## src/rtl/core/segri_pkg.sv

```systemverilog
// shared types, constants and helpers for the segment / rectangle intersection counter
package segri_pkg;

    localparam int COORD_BITS  = 16;
    localparam int DIFF_BITS   = COORD_BITS + 1;
    localparam int PROD_BITS   = 2 * DIFF_BITS;
    localparam int CROSS_BITS  = PROD_BITS + 1;
    localparam int NUM_CORNERS = 4;
    localparam int COUNT_BITS  = 2;
    localparam int SUM_BITS    = 3;
    localparam int PIPE_DEPTH  = 5;

    // edge i runs from corner i to corner i+1 (wrapping)
    // corners: lower left, upper left, upper right, lower right
    localparam int EDGE_LEFT   = 0;
    localparam int EDGE_TOP    = 1;
    localparam int EDGE_RIGHT  = 2;
    localparam int EDGE_BOTTOM = 3;

    typedef logic signed [COORD_BITS-1:0] coord_t;
    typedef logic signed [DIFF_BITS-1:0]  diff_t;
    typedef logic signed [PROD_BITS-1:0]  prod_t;
    typedef logic signed [CROSS_BITS-1:0] cross_t;

    typedef struct packed {
        coord_t rect_x_lo;
        coord_t rect_y_lo;
        coord_t rect_x_hi;
        coord_t rect_y_hi;
        coord_t seg_ax;
        coord_t seg_ay;
        coord_t seg_bx;
        coord_t seg_by;
    } in_item_t;

    typedef struct packed {
        logic [COUNT_BITS-1:0] crossing_count;
        logic                  overlap;
    } out_item_t;

    // ordered rectangle and segment
    typedef struct packed {
        coord_t x0;
        coord_t x1;
        coord_t y0;
        coord_t y1;
        coord_t ax;
        coord_t ay;
        coord_t bx;
        coord_t by;
        coord_t ymin;
        coord_t ymax;
    } ord_t;

    typedef struct packed {
        logic [NUM_CORNERS-1:0] ba_zero;
        logic [NUM_CORNERS-1:0] ba_pos;
        logic [NUM_CORNERS-1:0] off;
        logic [NUM_CORNERS-1:0] touch;
        logic [NUM_CORNERS-1:0] box;
    } edge_flags_t;

    typedef struct packed {
        diff_t       dx;
        diff_t       dy;
        diff_t       cx0;
        diff_t       cx1;
        diff_t       cy0;
        diff_t       cy1;
        edge_flags_t flags;
    } prep_t;

    typedef struct packed {
        prod_t       dx_cy0;
        prod_t       dx_cy1;
        prod_t       dy_cx0;
        prod_t       dy_cx1;
        edge_flags_t flags;
    } mult_t;

    typedef struct packed {
        logic [NUM_CORNERS-1:0] neg;
        logic [NUM_CORNERS-1:0] zero;
        edge_flags_t            flags;
    } orient_t;

    function automatic logic pt_less(coord_t ax, coord_t ay, coord_t bx, coord_t by);
        return (ax < bx) || ((ax == bx) && (ay < by));
    endfunction

    function automatic logic pt_eq(coord_t ax, coord_t ay, coord_t bx, coord_t by);
        return (ax == bx) && (ay == by);
    endfunction

    function automatic diff_t coord_diff(coord_t a, coord_t b);
        return DIFF_BITS'(a) - DIFF_BITS'(b);
    endfunction

endpackage

```

## src/rtl/core/segment_rectangle_intersection_count_unit.sv

```systemverilog
// top level of the segment / rectangle boundary intersection counter
// one item per clock: an item taken with start is registered through the five
// register stages (ordering, differences and compares, the signed multipliers,
// the cross-product subtract, edge combination) and shows its result with done
// for one cycle; busy is held low because every stage advances each cycle and
// nothing ever stalls, so the receiver must take each result in the cycle it
// appears; no state is kept between items
module segment_rectangle_intersection_count_unit
    import segri_pkg::*;
(
    input  logic      clk,
    input  logic      rst_n,
    input  logic      start,
    output logic      busy,
    input  in_item_t  item,
    output logic      done,
    output out_item_t result
);

    // valid bits and payloads between stages
    logic    ord_valid;
    ord_t    ord;
    logic    prep_valid;
    prep_t   prep;
    logic    mult_valid;
    mult_t   mult;
    logic    orient_valid;
    orient_t orient;
    logic    accept;

    // the pipeline never holds off, so an item is taken whenever start is high
    assign busy   = 1'b0;
    assign accept = start && !busy;

    // sort corners to (xmin,ymin)-(xmax,ymax) and the segment endpoints by x then y
    segri_order u_order
    (
        .clk       (clk),
        .rst_n     (rst_n),
        .in_valid  (accept),
        .in_item   (item),
        .out_valid (ord_valid),
        .out_ord   (ord)
    );

    // differences for the cross products plus the comparisons that need no multiply
    segri_prep u_prep
    (
        .clk       (clk),
        .rst_n     (rst_n),
        .in_valid  (ord_valid),
        .in_ord    (ord),
        .out_valid (prep_valid),
        .out_prep  (prep)
    );

    // four full-width products cover all four corners
    segri_mult u_mult
    (
        .clk       (clk),
        .rst_n     (rst_n),
        .in_valid  (prep_valid),
        .in_prep   (prep),
        .out_valid (mult_valid),
        .out_mult  (mult)
    );

    // exact orientation signs of the corners against the segment
    segri_cross u_cross
    (
        .clk        (clk),
        .rst_n      (rst_n),
        .in_valid   (mult_valid),
        .in_mult    (mult),
        .out_valid  (orient_valid),
        .out_orient (orient)
    );

    // edge tests, corner de-duplication, overlap override
    segri_edge u_edge
    (
        .clk        (clk),
        .rst_n      (rst_n),
        .in_valid   (orient_valid),
        .in_orient  (orient),
        .out_valid  (done),
        .out_result (result)
    );

endmodule

```

## src/rtl/core/segri_order.sv

```systemverilog
// first stage: orders rectangle corners and segment endpoints
module segri_order
    import segri_pkg::*;
(
    input  logic     clk,
    input  logic     rst_n,
    input  logic     in_valid,
    input  in_item_t in_item,
    output logic     out_valid,
    output ord_t     out_ord
);

    logic valid_reg;
    logic valid_next;
    ord_t ord_reg;
    ord_t ord_next;
    logic swap;

    always_comb
    begin
        valid_next = in_valid;
        swap = pt_less(in_item.seg_bx, in_item.seg_by, in_item.seg_ax, in_item.seg_ay);

        ord_next.x0 = (in_item.rect_x_lo > in_item.rect_x_hi) ? in_item.rect_x_hi
                                                             : in_item.rect_x_lo;
        ord_next.x1 = (in_item.rect_x_lo > in_item.rect_x_hi) ? in_item.rect_x_lo
                                                             : in_item.rect_x_hi;
        ord_next.y0 = (in_item.rect_y_lo > in_item.rect_y_hi) ? in_item.rect_y_hi
                                                             : in_item.rect_y_lo;
        ord_next.y1 = (in_item.rect_y_lo > in_item.rect_y_hi) ? in_item.rect_y_lo
                                                             : in_item.rect_y_hi;

        ord_next.ax = swap ? in_item.seg_bx : in_item.seg_ax;
        ord_next.ay = swap ? in_item.seg_by : in_item.seg_ay;
        ord_next.bx = swap ? in_item.seg_ax : in_item.seg_bx;
        ord_next.by = swap ? in_item.seg_ay : in_item.seg_by;

        // true y span of the segment for the bounding box test
        ord_next.ymin = (in_item.seg_ay < in_item.seg_by) ? in_item.seg_ay : in_item.seg_by;
        ord_next.ymax = (in_item.seg_ay < in_item.seg_by) ? in_item.seg_by : in_item.seg_ay;
    end

    always_ff @(posedge clk or negedge rst_n)
    begin
        if (!rst_n)
        begin
            valid_reg <= 1'b0;
        end
        else
        begin
            valid_reg <= valid_next;
        end
    end

    always_ff @(posedge clk)
    begin
        ord_reg <= ord_next;
    end

    assign out_valid = valid_reg;
    assign out_ord   = ord_reg;

endmodule

```

## src/rtl/core/segri_prep.sv

```systemverilog
// second stage: coordinate differences and per-edge comparison flags
module segri_prep
    import segri_pkg::*;
(
    input  logic  clk,
    input  logic  rst_n,
    input  logic  in_valid,
    input  ord_t  in_ord,
    output logic  out_valid,
    output prep_t out_prep
);

    logic  valid_reg;
    logic  valid_next;
    prep_t prep_reg;
    prep_t prep_next;

    coord_t cor_x [NUM_CORNERS];
    coord_t cor_y [NUM_CORNERS];
    coord_t e1x   [NUM_CORNERS];
    coord_t e1y   [NUM_CORNERS];
    coord_t e2x   [NUM_CORNERS];
    coord_t e2y   [NUM_CORNERS];
    logic   flat_w;
    logic   flat_h;

    always_comb
    begin
        valid_next = in_valid;

        cor_x[0] = in_ord.x0;  cor_y[0] = in_ord.y0;
        cor_x[1] = in_ord.x0;  cor_y[1] = in_ord.y1;
        cor_x[2] = in_ord.x1;  cor_y[2] = in_ord.y1;
        cor_x[3] = in_ord.x1;  cor_y[3] = in_ord.y0;

        // edge endpoints in lexicographic order
        e1x[EDGE_LEFT]   = in_ord.x0;  e1y[EDGE_LEFT]   = in_ord.y0;
        e2x[EDGE_LEFT]   = in_ord.x0;  e2y[EDGE_LEFT]   = in_ord.y1;
        e1x[EDGE_TOP]    = in_ord.x0;  e1y[EDGE_TOP]    = in_ord.y1;
        e2x[EDGE_TOP]    = in_ord.x1;  e2y[EDGE_TOP]    = in_ord.y1;
        e1x[EDGE_RIGHT]  = in_ord.x1;  e1y[EDGE_RIGHT]  = in_ord.y0;
        e2x[EDGE_RIGHT]  = in_ord.x1;  e2y[EDGE_RIGHT]  = in_ord.y1;
        e1x[EDGE_BOTTOM] = in_ord.x0;  e1y[EDGE_BOTTOM] = in_ord.y0;
        e2x[EDGE_BOTTOM] = in_ord.x1;  e2y[EDGE_BOTTOM] = in_ord.y0;

        prep_next.dx  = coord_diff(in_ord.bx, in_ord.ax);
        prep_next.dy  = coord_diff(in_ord.by, in_ord.ay);
        prep_next.cx0 = coord_diff(in_ord.x0, in_ord.ax);
        prep_next.cx1 = coord_diff(in_ord.x1, in_ord.ax);
        prep_next.cy0 = coord_diff(in_ord.y0, in_ord.ay);
        prep_next.cy1 = coord_diff(in_ord.y1, in_ord.ay);

        flat_w = (in_ord.x0 == in_ord.x1);
        flat_h = (in_ord.y0 == in_ord.y1);

        // side of each segment endpoint relative to the edge's line
        prep_next.flags.ba_zero[EDGE_LEFT] = flat_h || (in_ord.ax == in_ord.x0)
                                             || (in_ord.bx == in_ord.x0);
        prep_next.flags.ba_pos[EDGE_LEFT] = !prep_next.flags.ba_zero[EDGE_LEFT]
            && ((in_ord.ax < in_ord.x0) == (in_ord.bx < in_ord.x0));
        prep_next.flags.ba_zero[EDGE_RIGHT] = flat_h || (in_ord.ax == in_ord.x1)
                                              || (in_ord.bx == in_ord.x1);
        prep_next.flags.ba_pos[EDGE_RIGHT] = !prep_next.flags.ba_zero[EDGE_RIGHT]
            && ((in_ord.ax < in_ord.x1) == (in_ord.bx < in_ord.x1));
        prep_next.flags.ba_zero[EDGE_TOP] = flat_w || (in_ord.ay == in_ord.y1)
                                            || (in_ord.by == in_ord.y1);
        prep_next.flags.ba_pos[EDGE_TOP] = !prep_next.flags.ba_zero[EDGE_TOP]
            && ((in_ord.ay < in_ord.y1) == (in_ord.by < in_ord.y1));
        prep_next.flags.ba_zero[EDGE_BOTTOM] = flat_w || (in_ord.ay == in_ord.y0)
                                               || (in_ord.by == in_ord.y0);
        prep_next.flags.ba_pos[EDGE_BOTTOM] = !prep_next.flags.ba_zero[EDGE_BOTTOM]
            && ((in_ord.ay < in_ord.y0) == (in_ord.by < in_ord.y0));

        for (int i = 0; i < NUM_CORNERS; i++)
        begin
            // collinear case: disjoint or touching at an end
            prep_next.flags.off[i] = pt_less(e2x[i], e2y[i], in_ord.ax, in_ord.ay)
                                  || pt_less(in_ord.bx, in_ord.by, e1x[i], e1y[i]);
            prep_next.flags.touch[i] = pt_eq(in_ord.ax, in_ord.ay, e2x[i], e2y[i])
                                    || pt_eq(in_ord.bx, in_ord.by, e1x[i], e1y[i]);
            // corner inside the segment's bounding box
            prep_next.flags.box[i] = (in_ord.ax <= cor_x[i]) && (cor_x[i] <= in_ord.bx)
                                  && (in_ord.ymin <= cor_y[i]) && (cor_y[i] <= in_ord.ymax);
        end
    end

    always_ff @(posedge clk or negedge rst_n)
    begin
        if (!rst_n)
        begin
            valid_reg <= 1'b0;
        end
        else
        begin
            valid_reg <= valid_next;
        end
    end

    always_ff @(posedge clk)
    begin
        prep_reg <= prep_next;
    end

    assign out_valid = valid_reg;
    assign out_prep  = prep_reg;

endmodule

```

## src/rtl/core/segri_mult.sv

```systemverilog
// third stage: the four cross-product partial products
module segri_mult
    import segri_pkg::*;
(
    input  logic  clk,
    input  logic  rst_n,
    input  logic  in_valid,
    input  prep_t in_prep,
    output logic  out_valid,
    output mult_t out_mult
);

    logic  valid_reg;
    logic  valid_next;
    mult_t mult_reg;
    mult_t mult_next;

    always_comb
    begin
        valid_next       = in_valid;
        mult_next.dx_cy0 = PROD_BITS'(in_prep.dx) * PROD_BITS'(in_prep.cy0);
        mult_next.dx_cy1 = PROD_BITS'(in_prep.dx) * PROD_BITS'(in_prep.cy1);
        mult_next.dy_cx0 = PROD_BITS'(in_prep.dy) * PROD_BITS'(in_prep.cx0);
        mult_next.dy_cx1 = PROD_BITS'(in_prep.dy) * PROD_BITS'(in_prep.cx1);
        mult_next.flags  = in_prep.flags;
    end

    always_ff @(posedge clk or negedge rst_n)
    begin
        if (!rst_n)
        begin
            valid_reg <= 1'b0;
        end
        else
        begin
            valid_reg <= valid_next;
        end
    end

    always_ff @(posedge clk)
    begin
        mult_reg <= mult_next;
    end

    assign out_valid = valid_reg;
    assign out_mult  = mult_reg;

endmodule

```

## src/rtl/core/segri_cross.sv

```systemverilog
// fourth stage: orientation sign of each corner against the segment
module segri_cross
    import segri_pkg::*;
(
    input  logic    clk,
    input  logic    rst_n,
    input  logic    in_valid,
    input  mult_t   in_mult,
    output logic    out_valid,
    output orient_t out_orient
);

    logic    valid_reg;
    logic    valid_next;
    orient_t orient_reg;
    orient_t orient_next;
    cross_t  cr [NUM_CORNERS];

    always_comb
    begin
        valid_next = in_valid;
        cr[0] = CROSS_BITS'(in_mult.dx_cy0) - CROSS_BITS'(in_mult.dy_cx0);
        cr[1] = CROSS_BITS'(in_mult.dx_cy1) - CROSS_BITS'(in_mult.dy_cx0);
        cr[2] = CROSS_BITS'(in_mult.dx_cy1) - CROSS_BITS'(in_mult.dy_cx1);
        cr[3] = CROSS_BITS'(in_mult.dx_cy0) - CROSS_BITS'(in_mult.dy_cx1);
        for (int i = 0; i < NUM_CORNERS; i++)
        begin
            orient_next.neg[i]  = cr[i][CROSS_BITS-1];
            orient_next.zero[i] = (cr[i] == '0);
        end
        orient_next.flags = in_mult.flags;
    end

    always_ff @(posedge clk or negedge rst_n)
    begin
        if (!rst_n)
        begin
            valid_reg <= 1'b0;
        end
        else
        begin
            valid_reg <= valid_next;
        end
    end

    always_ff @(posedge clk)
    begin
        orient_reg <= orient_next;
    end

    assign out_valid  = valid_reg;
    assign out_orient = orient_reg;

endmodule

```

## src/rtl/core/segri_edge.sv

```systemverilog
// last stage: per-edge hit decision, corner de-duplication and result register
module segri_edge
    import segri_pkg::*;
(
    input  logic      clk,
    input  logic      rst_n,
    input  logic      in_valid,
    input  orient_t   in_orient,
    output logic      out_valid,
    output out_item_t out_result
);

    logic                   valid_reg;
    logic                   valid_next;
    out_item_t              result_reg;
    out_item_t              result_next;
    logic [NUM_CORNERS-1:0] ab_zero;
    logic [NUM_CORNERS-1:0] ab_pos;
    logic [NUM_CORNERS-1:0] coll;
    logic [NUM_CORNERS-1:0] over;
    logic [NUM_CORNERS-1:0] hit;
    logic [NUM_CORNERS-1:0] counted;
    logic [SUM_BITS-1:0]    sum;
    logic [1:0]             j;

    always_comb
    begin
        valid_next = in_valid;
        sum        = '0;
        for (int i = 0; i < NUM_CORNERS; i++)
        begin
            // next corner round the rectangle, wraps from the last to the first
            j = 2'(i + 1);
            ab_zero[i] = in_orient.zero[i] || in_orient.zero[j];
            ab_pos[i]  = !ab_zero[i] && (in_orient.neg[i] == in_orient.neg[j]);
            coll[i]    = ab_zero[i] && in_orient.flags.ba_zero[i];
            over[i]    = coll[i] && !in_orient.flags.off[i] && !in_orient.flags.touch[i];
            hit[i]     = coll[i] ? (!in_orient.flags.off[i] && in_orient.flags.touch[i])
                                 : (!ab_pos[i] && !in_orient.flags.ba_pos[i]);
            // a hit is dropped when the edge's starting corner lies on the segment
            counted[i] = hit[i] && !(in_orient.zero[i] && in_orient.flags.box[i]);
            sum        = sum + SUM_BITS'(counted[i]);
        end

        if (|over)
        begin
            result_next.overlap        = 1'b1;
            result_next.crossing_count = '0;
        end
        else
        begin
            result_next.overlap        = 1'b0;
            result_next.crossing_count = sum[COUNT_BITS-1:0];
        end
    end

    always_ff @(posedge clk or negedge rst_n)
    begin
        if (!rst_n)
        begin
            valid_reg <= 1'b0;
        end
        else
        begin
            valid_reg <= valid_next;
        end
    end

    always_ff @(posedge clk)
    begin
        result_reg <= result_next;
    end

    assign out_valid  = valid_reg;
    assign out_result = result_reg;

endmodule

```

## config.mk

```make
export PLATFORM = sky130hd
export DESIGN_NAME = segment_rectangle_intersection_count_unit
export DESIGN_NICKNAME = d
export VERILOG_FILES = /design/src/rtl/core/segri_pkg.sv /design/src/rtl/core/segment_rectangle_intersection_count_unit.sv /design/src/rtl/core/segri_order.sv /design/src/rtl/core/segri_prep.sv /design/src/rtl/core/segri_mult.sv /design/src/rtl/core/segri_cross.sv /design/src/rtl/core/segri_edge.sv
export SDC_FILE = /design/constraint.sdc
export NUM_CORES = 2
export LEC_CHECK = 0
export BUFFER_PORTS_ARGS = -buffer_cell sky130_fd_sc_hd__buf_4
export CAP_MARGIN = 0
export CORE_AREA = 4 4 357 359
export CTS_CLUSTER_DIAMETER = 200
export DETAILED_ROUTE_END_ITERATION = 8
export DIE_AREA = 0 0 361 363
export GPL_ROUTABILITY_DRIVEN = 0
export HOLD_SLACK_MARGIN = 0.03
export PLACE_DENSITY_LB_ADDON = 0.1
export SLEW_MARGIN = 20
export SYNTH_ARGS = -nofsm -noshare
export SYNTH_HDL_FRONTEND = slang
export SYNTH_HIERARCHICAL = 1
export SYNTH_SLANG_ARGS = --single-unit
```

## constraint.sdc

```tcl
create_clock -name clk -period 7.02 [get_ports clk]
set_input_delay 1.404 -clock clk [delete_from_list [all_inputs] [get_ports clk]]
set_output_delay 1.404 -clock clk [all_outputs]
set_load 0.01 [all_outputs]
```

# Word level (Yosys, flattened, before mapping)
# Index checks and enable logic that the tools add are counted.
dict set report classes {
  n_addsub 13
  n_mul 4
  n_div 0
  n_lt_le_gt_ge 25
  n_eq_ne 21
  shift 0
  n_mux 15
  n_bitwise 0
  reduce_logical 119
}
# op count
set ops {}
lappend ops {{< comparator 16 bit} 15}
lappend ops {{== test 16 bit} 13}
lappend ops {{2-to-1 mux 16 bit} 10}
lappend ops {{zero test 35 bit} 4}
lappend ops {{subtractor 34 x 34 -> 35 bit} 4}
lappend ops {{multiplier 17 x 17 -> 34 bit} 4}
lappend ops {{<= comparator 16 bit} 8}
lappend ops {{subtractor 16 x 16 -> 17 bit} 6}
lappend ops {{logical AND 1 bit} 59}
lappend ops {{greater-than comparator 16 bit} 2}
lappend ops {{zero test 1 bit} 28}
lappend ops {{logical OR 1 bit} 27}
lappend ops {{== test 1 bit} 8}
lappend ops {{2-to-1 mux 1 bit} 5}
lappend ops {{adder 2 x 1 -> 2 bit} 2}
lappend ops {{OR reduction 4 bit} 1}
lappend ops {{adder 1 x 1 -> 2 bit} 1}
dict set report word_totals {
  reg_bits 474
  latchBits 0
  ramBits 0
  mem_bits_ro 0
  out_inout_bits 5
  wordCells 241
  memories 0
}

# Longest topological paths before layout
dict set report depth {
  word_depth 10
  depth_mapped 25
  mapped_depth_nobuf 23
}

# By module
# The synthesis kept the hierarchy.
# mod instances cells_per_inst area_per_inst_um2
set by_module_without_submodules {}
lappend by_module_without_submodules {segri_mult 1 4864 46339.4}
lappend by_module_without_submodules {segri_prep 1 1296 10948.0}
lappend by_module_without_submodules {segri_cross 1 1428 9474.1}
lappend by_module_without_submodules {segri_order 1 582 6996.7}
lappend by_module_without_submodules {segri_edge 1 43 415.4}
lappend by_module_without_submodules {segment_rectangle_intersection_count_unit 1 2 11.3}

# Least setup slack after synthesis
# OpenSTA, ideal clock, no wires.
dict set report synth_path {
  path_type {reg2reg}
  startpoint {register u_prep.prep_reg, in the netlist u_prep/out_prep[62]}
  endpoint {register u_mult.mult_reg, in the netlist u_mult/out_mult[52]}
  setup_ps 72
  arrival_ps 6029
  t_required_ps 6948
  path_slack_ps 918
  path_stages_with_launch 23
  period_less_slack_ps 6102
  path_cell_list {dfxtp_1 > clkbuf_1 > clkbuf_1 > nand2_1 > fa_1 > inv_1 > fa_1 > fa_1 > fa_1 > fa_1 > inv_1 > fa_1 > inv_1 > ha_1 > a2111oi_0 > o21ai_1 > o211ai_1 > nor3b_1 > o22ai_2 > o41a_1 > a21o_1 > a21oi_2 > xnor2_1}
}
# item line
set synth_rtl {}
lappend synth_rtl {{start, declared} segri_prep.sv:15} ;# prep_t prep_reg;
lappend synth_rtl {{start signal, assigned} segri_prep.sv:101} ;# prep_reg <= prep_next;
lappend synth_rtl {{end signal, assigned} segri_mult.sv:42} ;# mult_reg <= mult_next;
lappend synth_rtl {{end, declared} segri_mult.sv:15} ;# mult_t mult_reg;

==> reports/metrics.cfg <==
[global_routing]
gr-max-usage-layer = met2
grt_antenna_before_repair = 4
grt_pass1_vias = 59310
met1_usage_pct = 43.02
use_met2_pct = 50.87
largest_net_degree_at_the_start_of_global_routing = 65
grt.total_usage_pct = 32.41
global_route_wire_length_before_repair_um = 331800
grt_remaining_overflow = 0
globalRouteMet3Util_pct = 6.042

[critical_path]
worstPathRequired_ns = 7.58
worstPathArrival_ns = 7.23
critical_path.reg2reg.endpoint = u_mult/out_mult[121]
slack_of_the_worst_reg_to_reg_path_ns = 0.36
path_max_fanout = 17
worst_setup_path_end_kind = flip-flop
worst_r2r_path_depth = 20
critPathKind = reg2reg
crit_path_start_kind = flip-flop
crit-reg2reg-launch = u_prep/out_prep[24]

[timing]
rsz_0062_raised_after_global_routing = false
fin_tns_setup_ns = 0
worst_slack_ns = 0.3561
timing.final.crit_period_ns = 6.664
setup_violations = 0
fmax_mhz = 150.1
fin_skew_ns = 0.07395
report.final.hold_viol_count = 0
fin_hold_ws_ns = 0.3055
timing.max_slew.rel_slack_pct = 20.02
drv_slew = 0
timing.final.crit_share_pct = 94.93
timing_worst_slew_pin_value_ns = 1.191

[route]
number_of_detailed_route_iterations_in_the_first_pass = 8
detail-route-antenna-nets = 0
route.detailed.drc = 0
routed-via-count = 57950
detailed_route_wl_um = 210600
avgRoutedWirePerCell_um = 21.20
number_of_drc_violations_after_detailed_routing_iteration_0 = 4785
route.detailed.vias_per_inst = 5.835

[floorplan]
chipWidth_um = 361
initial_core_util_pct = 59.92
core_area_mm2 = 0.1238
count_of_standard_cell_rows = 129
area_of_the_die_mm2 = 0.1310
floorplan.die.height_um = 363
ioPinCount = 136

[cells_and_area]
num-nets-final = 10340
final_layout_size_suffix_gt1_share_pct = 6.829
seqCellArea_mm2 = 0.009519
multiInputGateArea_mm2 = 0.05782
fillers = 10490
layout.cells.most_common = sky130_fd_sc_hd__inv_1
areaGrowthSynthToFinish_pct = 6.595
commonest_non_fill_non_tap_cells_in_the_layout = sky130_fd_sc_hd__inv_1 (1545), sky130_fd_sc_hd__fa_1 (1195), sky130_fd_sc_hd__ha_1 (769), sky130_fd_sc_hd__nand2_1 (761), sky130_fd_sc_hd__and2_1 (599)

[synthesis]
synth.distinct_cells = 118
synth_edf_count = 0
ys_seq_area_share_pct = 12.82
mappedNetlistArea_mm2 = 0.07418
ys.flop_type = sky130_fd_sc_hd__dfxtp_1
yosys_warnings = 6
ys_ff_latch = 474
synth.net_count = 10310
ys_async_sr_fraction_pct = 1.055
synthesis.instances = 8215
postSynthAreaPerCell_um2 = 9.030

[placed_design]
io_buffers = 134
hpwlAfterDp_um = 176400
dp_worst_setup_slack_ns = 0.3756

[worst_hold_path]
worst_hold_startpoint = u_mult/out_mult[0]
timing.hold.worst.class = reg2reg
worst_hold_path.endpoint = u_cross/out_orient[0]
worst_hold_path.num_cells = 0

[run]
maxCapViolCount = 0

[clock_network]
ctsHoldBuffers = 0
post_cts_resized = 0
tritoncts = built
clk_pin_slew_worst_paths_ns = 0.07
tritoncts.num_buffers = 56
cts.sinks = 474
cts.root.buffer_cell = sky130_fd_sc_hd__clkbuf_16
cts_max_level = 2
number_of_buffers_on_the_longest_clock_path = 3
cts_post_setup_buffers_inserted = 0
clock_insertion_delay_worst_skew_ns = 0.70

[outcome]
status = finished, final reports clean

[worst max path at each step]
stage | start | to | slack, ns | cells past startpoint
after global routing | u_prep/out_prep[57] | u_mult/out_mult[50] | 0.02 | 20
after detailed placement | u_prep/out_prep[23] | u_mult/out_mult[121] | 0.38 | 20
after global placement | u_prep/out_prep[111] | u_mult/out_mult[120] | 0.46 | 19
final | u_prep/out_prep[24] | u_mult/out_mult[121] | 0.36 | 20
after CTS | u_prep/out_prep[23] | u_mult/out_mult[121] | 0.33 | 19
after floorplan | u_prep/out_prep[62] | u_mult/out_mult[52] | 0.92 | 22
[layout make-up]
type / instances / share of cell area [%]
Antenna cell: 7 / 0.02215
Clock buffer: 73 / 2.033
Clock inverter: 32 / 0.5585
Inverter: 1545 / 7.334
Multi-Input combinational cell: 5925 / 73.12
Sequential cell: 474 / 12.04
Tap cell: 1637 / 2.590
Timing Repair Buffer: 239 / 2.305
[cell usage after synthesis (59+ instances only)]
cell | n | area (um^2)
sky130_fd_sc_hd__nand2_1 | 761 | 2856
sky130_fd_sc_hd__a21o_1 | 113 | 848.3
sky130_fd_sc_hd__mux2_4 | 60 | 900.9
sky130_fd_sc_hd__and2_1 | 599 | 3747
sky130_fd_sc_hd__xor2_1 | 97 | 849.6
sky130_fd_sc_hd__fa_1 | 1195 | 23920
sky130_fd_sc_hd__dfxtp_1 | 469 | 9389
sky130_fd_sc_hd__clkbuf_1 | 243 | 912.1
sky130_fd_sc_hd__inv_1 | 1545 | 5799
sky130_fd_sc_hd__ha_1 | 769 | 9622
sky130_fd_sc_hd__mux2_2 | 92 | 1036
sky130_fd_sc_hd__nand2b_1 | 59 | 369.1
sky130_fd_sc_hd__o21ai_0 | 226 | 1131
sky130_fd_sc_hd__xnor2_1 | 205 | 1795
sky130_fd_sc_hd__nand3_1 | 102 | 510.5
sky130_fd_sc_hd__o21a_1 | 74 | 555.5
sky130_fd_sc_hd__nand4_1 | 93 | 581.8
sky130_fd_sc_hd__a21oi_1 | 360 | 1802
sky130_fd_sc_hd__nor2_1 | 337 | 1265
sky130_fd_sc_hd__nor3_1 | 66 | 330.3
[state kept, by name, indices dropped and copies added (netlist names)]
name and count:
u_prep/out_valid 1, u_edge/out_result 3, u_cross/out_valid 1, u_mult/out_mult 156, u_cross/out_orient 28, u_edge/out_valid 1
u_prep/out_prep 122, u_order/out_ord 160, u_mult/out_valid 1, u_order/out_valid 1
[worst max-delay path: stages, from the launching register on]
cell and delay [ns]:
sky130_fd_sc_hd__dfxtp_1 0.79, sky130_fd_sc_hd__nand2_1 0.16, sky130_fd_sc_hd__fa_1 0.48, sky130_fd_sc_hd__fa_1 0.57, sky130_fd_sc_hd__fa_1 0.45, sky130_fd_sc_hd__fa_1 0.56
sky130_fd_sc_hd__inv_1 0.06, sky130_fd_sc_hd__fa_1 0.48, sky130_fd_sc_hd__inv_1 0.05, sky130_fd_sc_hd__fa_1 0.47, sky130_fd_sc_hd__inv_1 0.04, sky130_fd_sc_hd__ha_1 0.30
sky130_fd_sc_hd__a21oi_1 0.21, sky130_fd_sc_hd__o22ai_1 0.12, sky130_fd_sc_hd__a211oi_1 0.26, sky130_fd_sc_hd__o21ai_1 0.18, sky130_fd_sc_hd__or3_1 0.37, sky130_fd_sc_hd__a21oi_1 0.37
sky130_fd_sc_hd__o21ai_1 0.17, sky130_fd_sc_hd__o31ai_1 0.28, sky130_fd_sc_hd__xnor2_1 0.13
[metrics by stage]
stage | util, % | cells | cell area [um^2]
after floorplan | - | 8215 | 74180
after global placement | 62.17 | 9819 | 76970
after detailed placement | 62.20 | 9820 | 77010
after CTS | 63.86 | 9925 | 79050
after global routing | 63.86 | 9926 | 79060
final | 63.88 | 9932 | 79080
[kinds of logic (layout without fill, tap and decap cells)]
family	Yosys count	in the layout	share of synthesized area, %
DFF	474	474	12.82
buffers and inverters	1816	1889	9.291
muxes	171	171	2.884
adders and majority gates	1964	1964	45.22
xor gates and xnor gates	302	302	3.565
and+or+nand+nor	2263	2263	15.42
AOI/OAI and AO/OA	1224	1224	10.79
other	1	8	0.005055
[layer usage]
layer	wire length (um)	share of wire, %
met2	94080	45
met3	16550	7.9
met5	11	0.0052
met1	86360	41
met4	13600	6.5
Power is not shown: default switching activity piles up to over one toggle a cycle in this logic, so the estimate is an artifact.
